## config.mk

```make
export PLATFORM = sky130hd
export DESIGN_NAME = color_escape_text_parser
export DESIGN_NICKNAME = d
export VERILOG_FILES = /design/src/rtl/core/cetp_pkg.sv /design/src/rtl/core/cetp_step.sv /design/src/rtl/core/color_escape_text_parser.sv
export SDC_FILE = /design/constraint.sdc
export NUM_CORES = 1
export LEC_CHECK = 0
export ABC_CLOCK_PERIOD_IN_PS = 5400
export BUFFER_PORTS_ARGS = -buffer_cell sky130_fd_sc_hd__buf_4
export CAP_MARGIN = 0
export CORE_MARGIN = 2
export CORE_UTILIZATION = 39
export CTS_CLUSTER_DIAMETER = 100
export DETAILED_ROUTE_END_ITERATION = 16
export GPL_TIMING_DRIVEN = 1
export SYNTH_ARGS = -nofsm -noshare
export SYNTH_HDL_FRONTEND = slang
export SYNTH_HIERARCHICAL = 1
export SYNTH_SLANG_ARGS = --single-unit
```

## constraint.sdc

```tcl
create_clock -name aclk -period 5.4 [get_ports aclk]
set_input_delay 1.08 -clock aclk [delete_from_list [all_inputs] [get_ports aclk]]
set_output_delay 1.08 -clock aclk [all_outputs]
set_load 0.005 [all_outputs]
```

## src/rtl/core/cetp_pkg.sv

```systemverilog
// types, constants and helpers shared by the colour-escape text parser
// no dependencies; used by cetp_step and color_escape_text_parser
`default_nettype none

package cetp_pkg;

    localparam int TOKEN_DIGITS = 5;
    localparam int BUF_DEPTH    = TOKEN_DIGITS - 1;
    localparam int DIGIT_IDX_W  = $clog2(BUF_DEPTH);
    localparam int MAX_RESULTS  = TOKEN_DIGITS + 1;
    localparam int RUN_CNT_W    = $clog2(MAX_RESULTS + 1);
    localparam int DCOUNT_W     = 3;
    localparam int TVAL_W       = 17;

    localparam logic [7:0]  FORM_FEED  = 8'h0C;
    localparam logic [7:0]  CHAR_ZERO  = 8'h30;
    localparam logic [7:0]  CHAR_NINE  = 8'h39;
    localparam logic [3:0]  DIGIT_HIGH = 4'h3;
    localparam logic [23:0] WHITE      = 24'hFFFFFF;

    typedef logic [BUF_DEPTH-1:0][3:0] cetp_digits_t;

    typedef struct packed {
        logic                token_active;
        logic [DCOUNT_W-1:0] digit_count;
        logic [TVAL_W-1:0]   token_value;
        logic [23:0]         color;
        logic                boundary_pending;
    } cetp_state_t;

    typedef struct packed {
        logic [MAX_RESULTS-1:0][7:0] chars;
        logic [MAX_RESULTS-1:0]      seg;
        logic [RUN_CNT_W-1:0]        count;
        logic [23:0]                 color;
    } cetp_run_t;

    localparam cetp_state_t STATE_RESET = '{
        token_active:     1'b0,
        digit_count:      '0,
        token_value:      '0,
        color:            WHITE,
        boundary_pending: 1'b1
    };

    // rgb565 to rgb888 by bit replication, near-black forced to white
    function automatic logic [23:0] expand565(input logic [15:0] v);
        logic [7:0] r8;
        logic [7:0] g8;
        logic [7:0] b8;
        r8 = {v[15:11], v[15:13]};
        g8 = {v[10:5], v[10:9]};
        b8 = {v[4:0], v[4:2]};
        if (r8[7:5] == 3'd0 && g8[7:5] == 3'd0 && b8[7:5] == 3'd0) begin
            return WHITE;
        end
        return {r8, g8, b8};
    endfunction

endpackage

`default_nettype wire

```

## src/rtl/core/cetp_step.sv

```systemverilog
// one-byte step of the parser: next state and the run of output words
// depends on cetp_pkg
`default_nettype none

module cetp_step (
    input  wire cetp_pkg::cetp_state_t  state_i,
    input  wire cetp_pkg::cetp_digits_t digits_i,
    input  wire logic [7:0]             text_byte_i,
    input  wire logic                   text_end_i,
    output cetp_pkg::cetp_state_t       state_o,
    output cetp_pkg::cetp_digits_t      digits_o,
    output cetp_pkg::cetp_run_t         run_o
);
    import cetp_pkg::*;

    always_comb begin
        cetp_state_t          st;
        cetp_digits_t         dg;
        cetp_run_t            run;
        logic [RUN_CNT_W-1:0] k;
        logic                 handled;
        logic                 is_digit;
        logic [3:0]           digit;

        st       = state_i;
        dg       = digits_i;
        run      = '0;
        run.color = state_i.color;
        k        = '0;
        handled  = 1'b0;
        is_digit = (text_byte_i >= CHAR_ZERO) && (text_byte_i <= CHAR_NINE);
        digit    = text_byte_i[3:0];

        if (st.token_active) begin
            if (is_digit) begin
                st.token_value = TVAL_W'((st.token_value << 3) + (st.token_value << 1)
                                         + TVAL_W'(digit));
                if (st.digit_count >= DCOUNT_W'(BUF_DEPTH)) begin
                    st.color            = expand565(st.token_value[15:0]);
                    st.boundary_pending = 1'b1;
                    st.token_active     = 1'b0;
                    st.digit_count      = '0;
                    st.token_value      = '0;
                end else begin
                    dg[st.digit_count[DIGIT_IDX_W-1:0]] = digit;
                    st.digit_count = st.digit_count + DCOUNT_W'(1);
                end
                handled = 1'b1;
            end else begin
                // failed token: form-feed alone, then the digits replayed
                run.chars[k] = FORM_FEED;
                run.seg[k]   = 1'b1;
                k = k + RUN_CNT_W'(1);
                for (int i = 0; i < BUF_DEPTH; i++) begin
                    if (DCOUNT_W'(i) < st.digit_count) begin
                        run.chars[k] = {DIGIT_HIGH, dg[i]};
                        run.seg[k]   = (i == 0);
                        k = k + RUN_CNT_W'(1);
                    end
                end
                st.boundary_pending = (st.digit_count == '0);
                st.token_active     = 1'b0;
                st.digit_count      = '0;
                st.token_value      = '0;
            end
        end

        if (!handled) begin
            if (text_byte_i == FORM_FEED) begin
                st.token_active     = 1'b1;
                st.digit_count      = '0;
                st.token_value      = '0;
                st.boundary_pending = 1'b1;
            end else begin
                run.chars[k] = text_byte_i;
                run.seg[k]   = st.boundary_pending;
                k = k + RUN_CNT_W'(1);
                st.boundary_pending = 1'b0;
            end
        end

        if (text_end_i) begin
            if (st.token_active) begin
                run.chars[k] = FORM_FEED;
                run.seg[k]   = 1'b1;
                k = k + RUN_CNT_W'(1);
                for (int i = 0; i < BUF_DEPTH; i++) begin
                    if (DCOUNT_W'(i) < st.digit_count) begin
                        run.chars[k] = {DIGIT_HIGH, dg[i]};
                        run.seg[k]   = (i == 0);
                        k = k + RUN_CNT_W'(1);
                    end
                end
                st.token_active = 1'b0;
                st.digit_count  = '0;
                st.token_value  = '0;
            end
            st.color            = WHITE;
            st.boundary_pending = 1'b1;
        end

        run.count = k;
        state_o   = st;
        digits_o  = dg;
        run_o     = run;
    end

endmodule

`default_nettype wire

```

## src/rtl/core/color_escape_text_parser.sv

```systemverilog
// top level of the colour-escape text parser: input register, step logic, run buffer
// depends on cetp_pkg and cetp_step
//
//   channel  dir  handshake          payload
//   s_       in   s_valid/s_ready    s_text_byte[7:0], s_text_end
//   m_       out  m_valid/m_ready    m_out_char[7:0], m_red, m_green, m_blue,
//                                    m_segment_start, m_run_last
//
// a byte is taken into the input register, stepped and its run of 0..6 output
// words loaded into the run buffer, which drives the m_ ports one word per cycle
// of m_ready; a byte yielding at most one word sustains one byte per cycle while
// m_ready stays high, a byte yielding more keeps the run buffer busy until its
// last word leaves, so a failed colour token (up to six words) holds the next
// byte in the input register meanwhile; a byte reaches the m_ ports through the
// input register and then the run buffer; aresetn (synchronous, active low)
// restores white, no token and a pending segment start; a stall on m_ready backs
// up through the run buffer into the input register and then s_ready
`default_nettype none

module color_escape_text_parser (
    input  wire logic       aclk,
    input  wire logic       aresetn,
    input  wire logic       s_valid,
    output logic            s_ready,
    input  wire logic [7:0] s_text_byte,
    input  wire logic       s_text_end,
    output logic            m_valid,
    input  wire logic       m_ready,
    output logic [7:0]      m_out_char,
    output logic [7:0]      m_red,
    output logic [7:0]      m_green,
    output logic [7:0]      m_blue,
    output logic            m_segment_start,
    output logic            m_run_last
);
    import cetp_pkg::*;

    // input register
    logic       in_valid_reg;
    logic [7:0] in_byte_reg;
    logic       in_end_reg;

    // parser state and digit buffer (buffer only read after being written)
    cetp_state_t  state_reg;
    cetp_state_t  state_next;
    cetp_digits_t digits_reg;
    cetp_digits_t digits_next;

    // run buffer holding the words of one byte
    cetp_run_t            run_reg;
    cetp_run_t            run_next;
    logic [RUN_CNT_W-1:0] run_idx_reg;

    logic run_done;
    logic run_free;
    logic proc_take;

    cetp_step u_step (
        .state_i     (state_reg),
        .digits_i    (digits_reg),
        .text_byte_i (in_byte_reg),
        .text_end_i  (in_end_reg),
        .state_o     (state_next),
        .digits_o    (digits_next),
        .run_o       (run_next)
    );

    // output side: current word of the run
    assign m_valid         = (run_reg.count != '0);
    assign m_out_char      = run_reg.chars[run_idx_reg];
    assign m_segment_start = run_reg.seg[run_idx_reg];
    assign m_red           = run_reg.color[23:16];
    assign m_green         = run_reg.color[15:8];
    assign m_blue          = run_reg.color[7:0];
    assign m_run_last      = (run_idx_reg == RUN_CNT_W'(run_reg.count - RUN_CNT_W'(1)));

    // buffer frees when empty or its last word leaves
    assign run_done  = m_valid && m_ready && m_run_last;
    assign run_free  = !m_valid || run_done;
    assign proc_take = in_valid_reg && run_free;
    assign s_ready   = !in_valid_reg || run_free;

    always_ff @(posedge aclk) begin
        if (!aresetn) begin
            in_valid_reg <= 1'b0;
        end else if (s_valid && s_ready) begin
            in_valid_reg <= 1'b1;
        end else if (proc_take) begin
            in_valid_reg <= 1'b0;
        end
    end

    always_ff @(posedge aclk) begin
        if (s_valid && s_ready) begin
            in_byte_reg <= s_text_byte;
            in_end_reg  <= s_text_end;
        end
    end

    always_ff @(posedge aclk) begin
        if (!aresetn) begin
            state_reg <= STATE_RESET;
        end else if (proc_take) begin
            state_reg <= state_next;
        end
    end

    always_ff @(posedge aclk) begin
        if (proc_take) begin
            digits_reg <= digits_next;
        end
    end

    always_ff @(posedge aclk) begin
        if (!aresetn) begin
            run_reg     <= '0;
            run_idx_reg <= '0;
        end else if (proc_take) begin
            run_reg     <= run_next;
            run_idx_reg <= '0;
        end else if (run_done) begin
            run_reg.count <= '0;
            run_idx_reg   <= '0;
        end else if (m_valid && m_ready) begin
            run_idx_reg <= run_idx_reg + RUN_CNT_W'(1);
        end
    end

`ifndef NO_ASSERTIONS
    // word index never runs past the end of the run
    a_idx_in_run: assert property (@(posedge aclk) disable iff (!aresetn)
        m_valid |-> (run_idx_reg < run_reg.count))
        else $error("run index past run length");

    // a run never holds more words than one byte can cause
    a_run_bound: assert property (@(posedge aclk) disable iff (!aresetn)
        run_reg.count <= RUN_CNT_W'(MAX_RESULTS))
        else $error("run longer than maximum");

    // outside a token nothing is collected
    a_idle_token: assert property (@(posedge aclk) disable iff (!aresetn)
        !state_reg.token_active |->
            (state_reg.digit_count == '0) && (state_reg.token_value == '0))
        else $error("token residue while no token active");

    // a token never holds more digits than the buffer
    a_digit_bound: assert property (@(posedge aclk) disable iff (!aresetn)
        state_reg.digit_count <= DCOUNT_W'(BUF_DEPTH))
        else $error("digit count beyond buffer");
`endif

endmodule

`default_nettype wire

```

; Yosys cells after proc, flatten, opt, wreduce, memory -nomap -nowiden
; Cells that the tools add are included.
; W data, S select, Z words.
[word_totals]
out_inout_bits = 36
wordCells = 256
input_bits = 13
regBits = 156
[op_classes]
eq_ne = 2
bitwise = 18
muxes = 135
reduce_logical = 33
order_cmp = 32
addsub = 14
[op_table]
columns = cell, n
row1 = $mux W54, 23
row2 = $bwmux W48, 8
row3 = $demux W8 S3, 9
row4 = $mux W8, 12
row5 = $mux W46, 2
row6 = $mux W3, 28
row7 = $mux W24, 3
row8 = $mux W21, 3
row9 = $mux W16, 3
row10 = $mux W42, 1
row11 = $lt A3 B4 Y1 const B, 10
row12 = $and A36 B36 Y36, 1
row13 = $not A36 Y36, 1
row14 = $not A6 Y6, 6
row15 = $add A3 B1 Y3 const B, 11
row16 = $and A6 B6 Y6, 5
row17 = $demux W1 S3, 9
row18 = $ge A3 B1 Y1 const B, 9
row19 = $mux W1, 25
row20 = $bmux W8 S3, 1
row21 = $mux W20, 1
row22 = $add A17 B17 Y17, 1
row23 = $add A17 B4 Y17, 1
row24 = $logic_and A1 B1 Y1, 17
row25 = 28 further kinds, 44

; Logic depth before layout (Yosys ltp)
[depth]
word_depth = 41
mapped_depth = 27
mapped_depth_nobuf = 25

; By module
; The synthesis kept the hierarchy.
[by_module_without_submodules]
columns = module, area_each_um2, cells_per_inst, seq_area_each_um2, n_inst
row1 = color_escape_text_parser, 6163.4, 686, 3373.2, 1
row2 = cetp_step, 5161.2, 787, 0.0, 1

; Worst setup path before layout
; OpenSTA, ideal clock, no wires.
[synth_timing]
path_type = flip-flop to flip-flop
start = register state_reg[42] in the netlist's numbering
end = register run_reg[27] in the netlist's numbering
arrival_ns = 5.383
setup_slack_ns = -0.042
setup_time_ns = 0.059
synth_period_minus_slack_ns = 5.442
n_path_buf = 4
required_ns = 5.341
stages_incl_launch_ff = 27
path_cell_list = dfxtp_1 > buf_2 > clkbuf_1 > nor2_1 > ha_1 > mux2i_1 > nor2_1 > ha_1 > a21boi_0 > a32oi_1 > inv_1 > ha_1 > clkbuf_1 > a21boi_0 > or2_2 > inv_1 > ha_1 > nand4_1 > or3_1 > a211oi_2 > or2_1 > buf_2 > mux2_4 > nor3b_2 > o2bb2ai_1 > nand3_1 > nand2_1
[synth_rtl]
columns = item, line_no
row1 = "start, declared", color_escape_text_parser.sv:44  ; cetp_state_t state_reg;
row2 = "start signal, assigned", color_escape_text_parser.sv:104  ; state_reg <= state_next;
row3 = "end signal, assigned", color_escape_text_parser.sv:119  ; run_reg <= run_next;
row4 = "end, declared", color_escape_text_parser.sv:50  ; cetp_run_t run_reg;

==> out/results.txt <==
I/O pin cnt: 49
run status: finished clean
total grt overflow: 0
CTS Sinks: 154
reg2reg setup slack: 220 ps
core area: 0.02801 sq mm
Critical Path RT: 5780 ps
Initial Util: 0.3993
wire length per cell: 20.79 um
Final Cycle Share: 0.9587
worst flop-to-flop path startpoint: state_reg[43]
Cell Pwr Density: 222.0 mW/mm^2
final setup fails: 0
Cells on Worst Hold Path: 2
largest net degree at the start of global routing: 97
FMAX: 193.2 MHz
Post-Syn Area: 0.01118 sq mm
MaxCap Viol Count: 0
GPL Wtd Cong: 1.008
final WL: 37.43 mm
Setup crit start kind: register
global-route wire length before repair: 57.15 mm
# rows: 61
die span in y: 173.3 um
Global Route Usage Sum: 0.2422
die footprint: 0.03005 sq mm
initial antenna violation count: 0
fillcell total: 2843
max reg flops: 57
Fin. Hold Viols: 0
Antenna Nets Post-Route: 0
Setup crit end kind: register
crit path max fanout: 6
max_slew headroom: 0.1746
IO buf count: 48
Mapped Nets: 1510
CTS tree: yes
Pre-Repair DR Iteration Count: 7
Final min period: 5177 ps
die extent in x: 173.3 um
H-tree Lvls: 4
Hold WC Path Type: register to register
commonest cells after routing, fill and taps aside: nand3_1, nand2_1, dfxtp_1
peak supply drop: 0.0001786 V
FF-to-FF path depth: 25
vias per inst: 5.989
FF-to-FF End: run_reg[68]
Area Growth Syn to Fin: 9.867%
Post-Synthesis Cells: 1452
Hold Crit Endpoint: run_reg[48]
layout cells sized above 1: 0.1470
Post-DP Area: 0.01151 sq mm
CTS Root Cell: clkbuf_16
final core utilization: 0.4387
CTS max path bufs: 2
Setup CP Type: register to register
Worst-Skew Late Latency: 450 ps
vias in the first global route: 9655
critical hold path startpoint: run_reg[48]
Ys Warns: 6
Antenna diodes: 0
most common library cell in the layout ignoring fill and taps: nand3_1
Clock transition at path regs: 70 ps
critical path data arrival time: 5560 ps
Final Max Tran Viols: 0
vias: 10.78k
DRT iter0 DRCs: 1388
Leakage: 5.169 nW
Final #Nets: 1467
Post-DP HPWL: 26.29 mm
syn_area_per_cell: 7.703 sq um
Residual DRC: 0
final clock skew: 23.27 ps
final instance area: 0.01229 sq mm
slew of the pin with the lowest slew margin: 1236 ps
clock buffer count from CTS: 17
[worst max path at each step]
stage	start	endpoint	slack (ps)	depth (start not counted)
6_report	state_reg[43]	run_reg[68]	220	25
2_1_floorplan	state_reg[42]	run_reg[27]	80	26
4_1_cts	state_reg[42]	run_reg[38]	20	23
3_3_place_gp	state_reg[42]	run_reg[38]	200	23
3_5_place_dp	state_reg[42]	run_reg[38]	30	23
5_1_grt	state_reg[43]	run_reg[68]	-30	25
[through the flow]
step	total power [mW]	setup WS, ps	std cells	setup TNS (ps)	hold slack, ps
6_report	2.728	222.8	1800	0	445.5
5_1_grt	2.830	-31.00	1800	-57.21	465.9
4_1_cts	2.756	24.27	1794	0	451.4
3_5_place_dp	1.523	26.41	1762	0	441.1
3_3_place_gp	1.519	202.3	1762	0	435.2
2_1_floorplan	1.466	84.18	1452	0	426.2
[critical path: stages, from the launching register on]
cell	delay [ps]
dfxtp_1	340
xor2_2	190
and2_1	160
ha_1	310
mux2i_1	200
nor2_1	90
ha_1	270
a21boi_0	140
a32oi_1	250
inv_1	120
ha_4	290
a21boi_1	220
or2_4	170
inv_1	60
ha_2	340
nand4_1	100
o31ai_2	160
ha_4	260
xnor2_1	140
nor2_1	60
xnor3_1	340
and2_1	280
a21oi_1	100
a22oi_1	280
nand3_1	130
nand2_1	100
[final cells by class]
| type | instances | area, sq um | share of cell area |
|---|---|---|---|
| Clock buffer | 17 | 425.4 | 0.03462 |
| Clock inverter | 15 | 170.2 | 0.01385 |
| Inverter | 42 | 160.2 | 0.01303 |
| Multi-Input combinational cell | 1098 | 7000 | 0.5697 |
| Sequential cell | 154 | 3334 | 0.2714 |
| Tap cell | 378 | 473.0 | 0.03849 |
| Timing Repair Buffer | 96 | 724.4 | 0.05896 |
[layer usage]
metal / share of wire / track usage / vias to the layer above
li1: - / - / 5132
met1: 0.47 / 0.3619 / 5080
met2: 0.41 / 0.3470 / 497
met3: 0.088 / 0.04627 / 72
met4: 0.028 / 0.07804 / 0
met5: 0 / 0 / -
[power by group]
| group | leakage, nW | switching [mW] | internal, mW | total (mW) |
|---|---|---|---|---|
| Sequential | 1.25 | 0.0300 | 1.21 | 1.24 |
| Combinational | 3.62 | 0.168 | 0.0932 | 0.261 |
| Clock | 0.296 | 0.601 | 0.629 | 1.23 |
[what timing repair did]
item | in CTS | in global routing
hold buffers | 0 | 0
gates resized for setup | 1 | 23
pin swaps | 0 | 4
cloned | 0 | 1
endpoints found under the setup margin | 3 | 39
buffers inserted | 0 | 5
No activity file was read; power rests on OpenSTA's default activity.
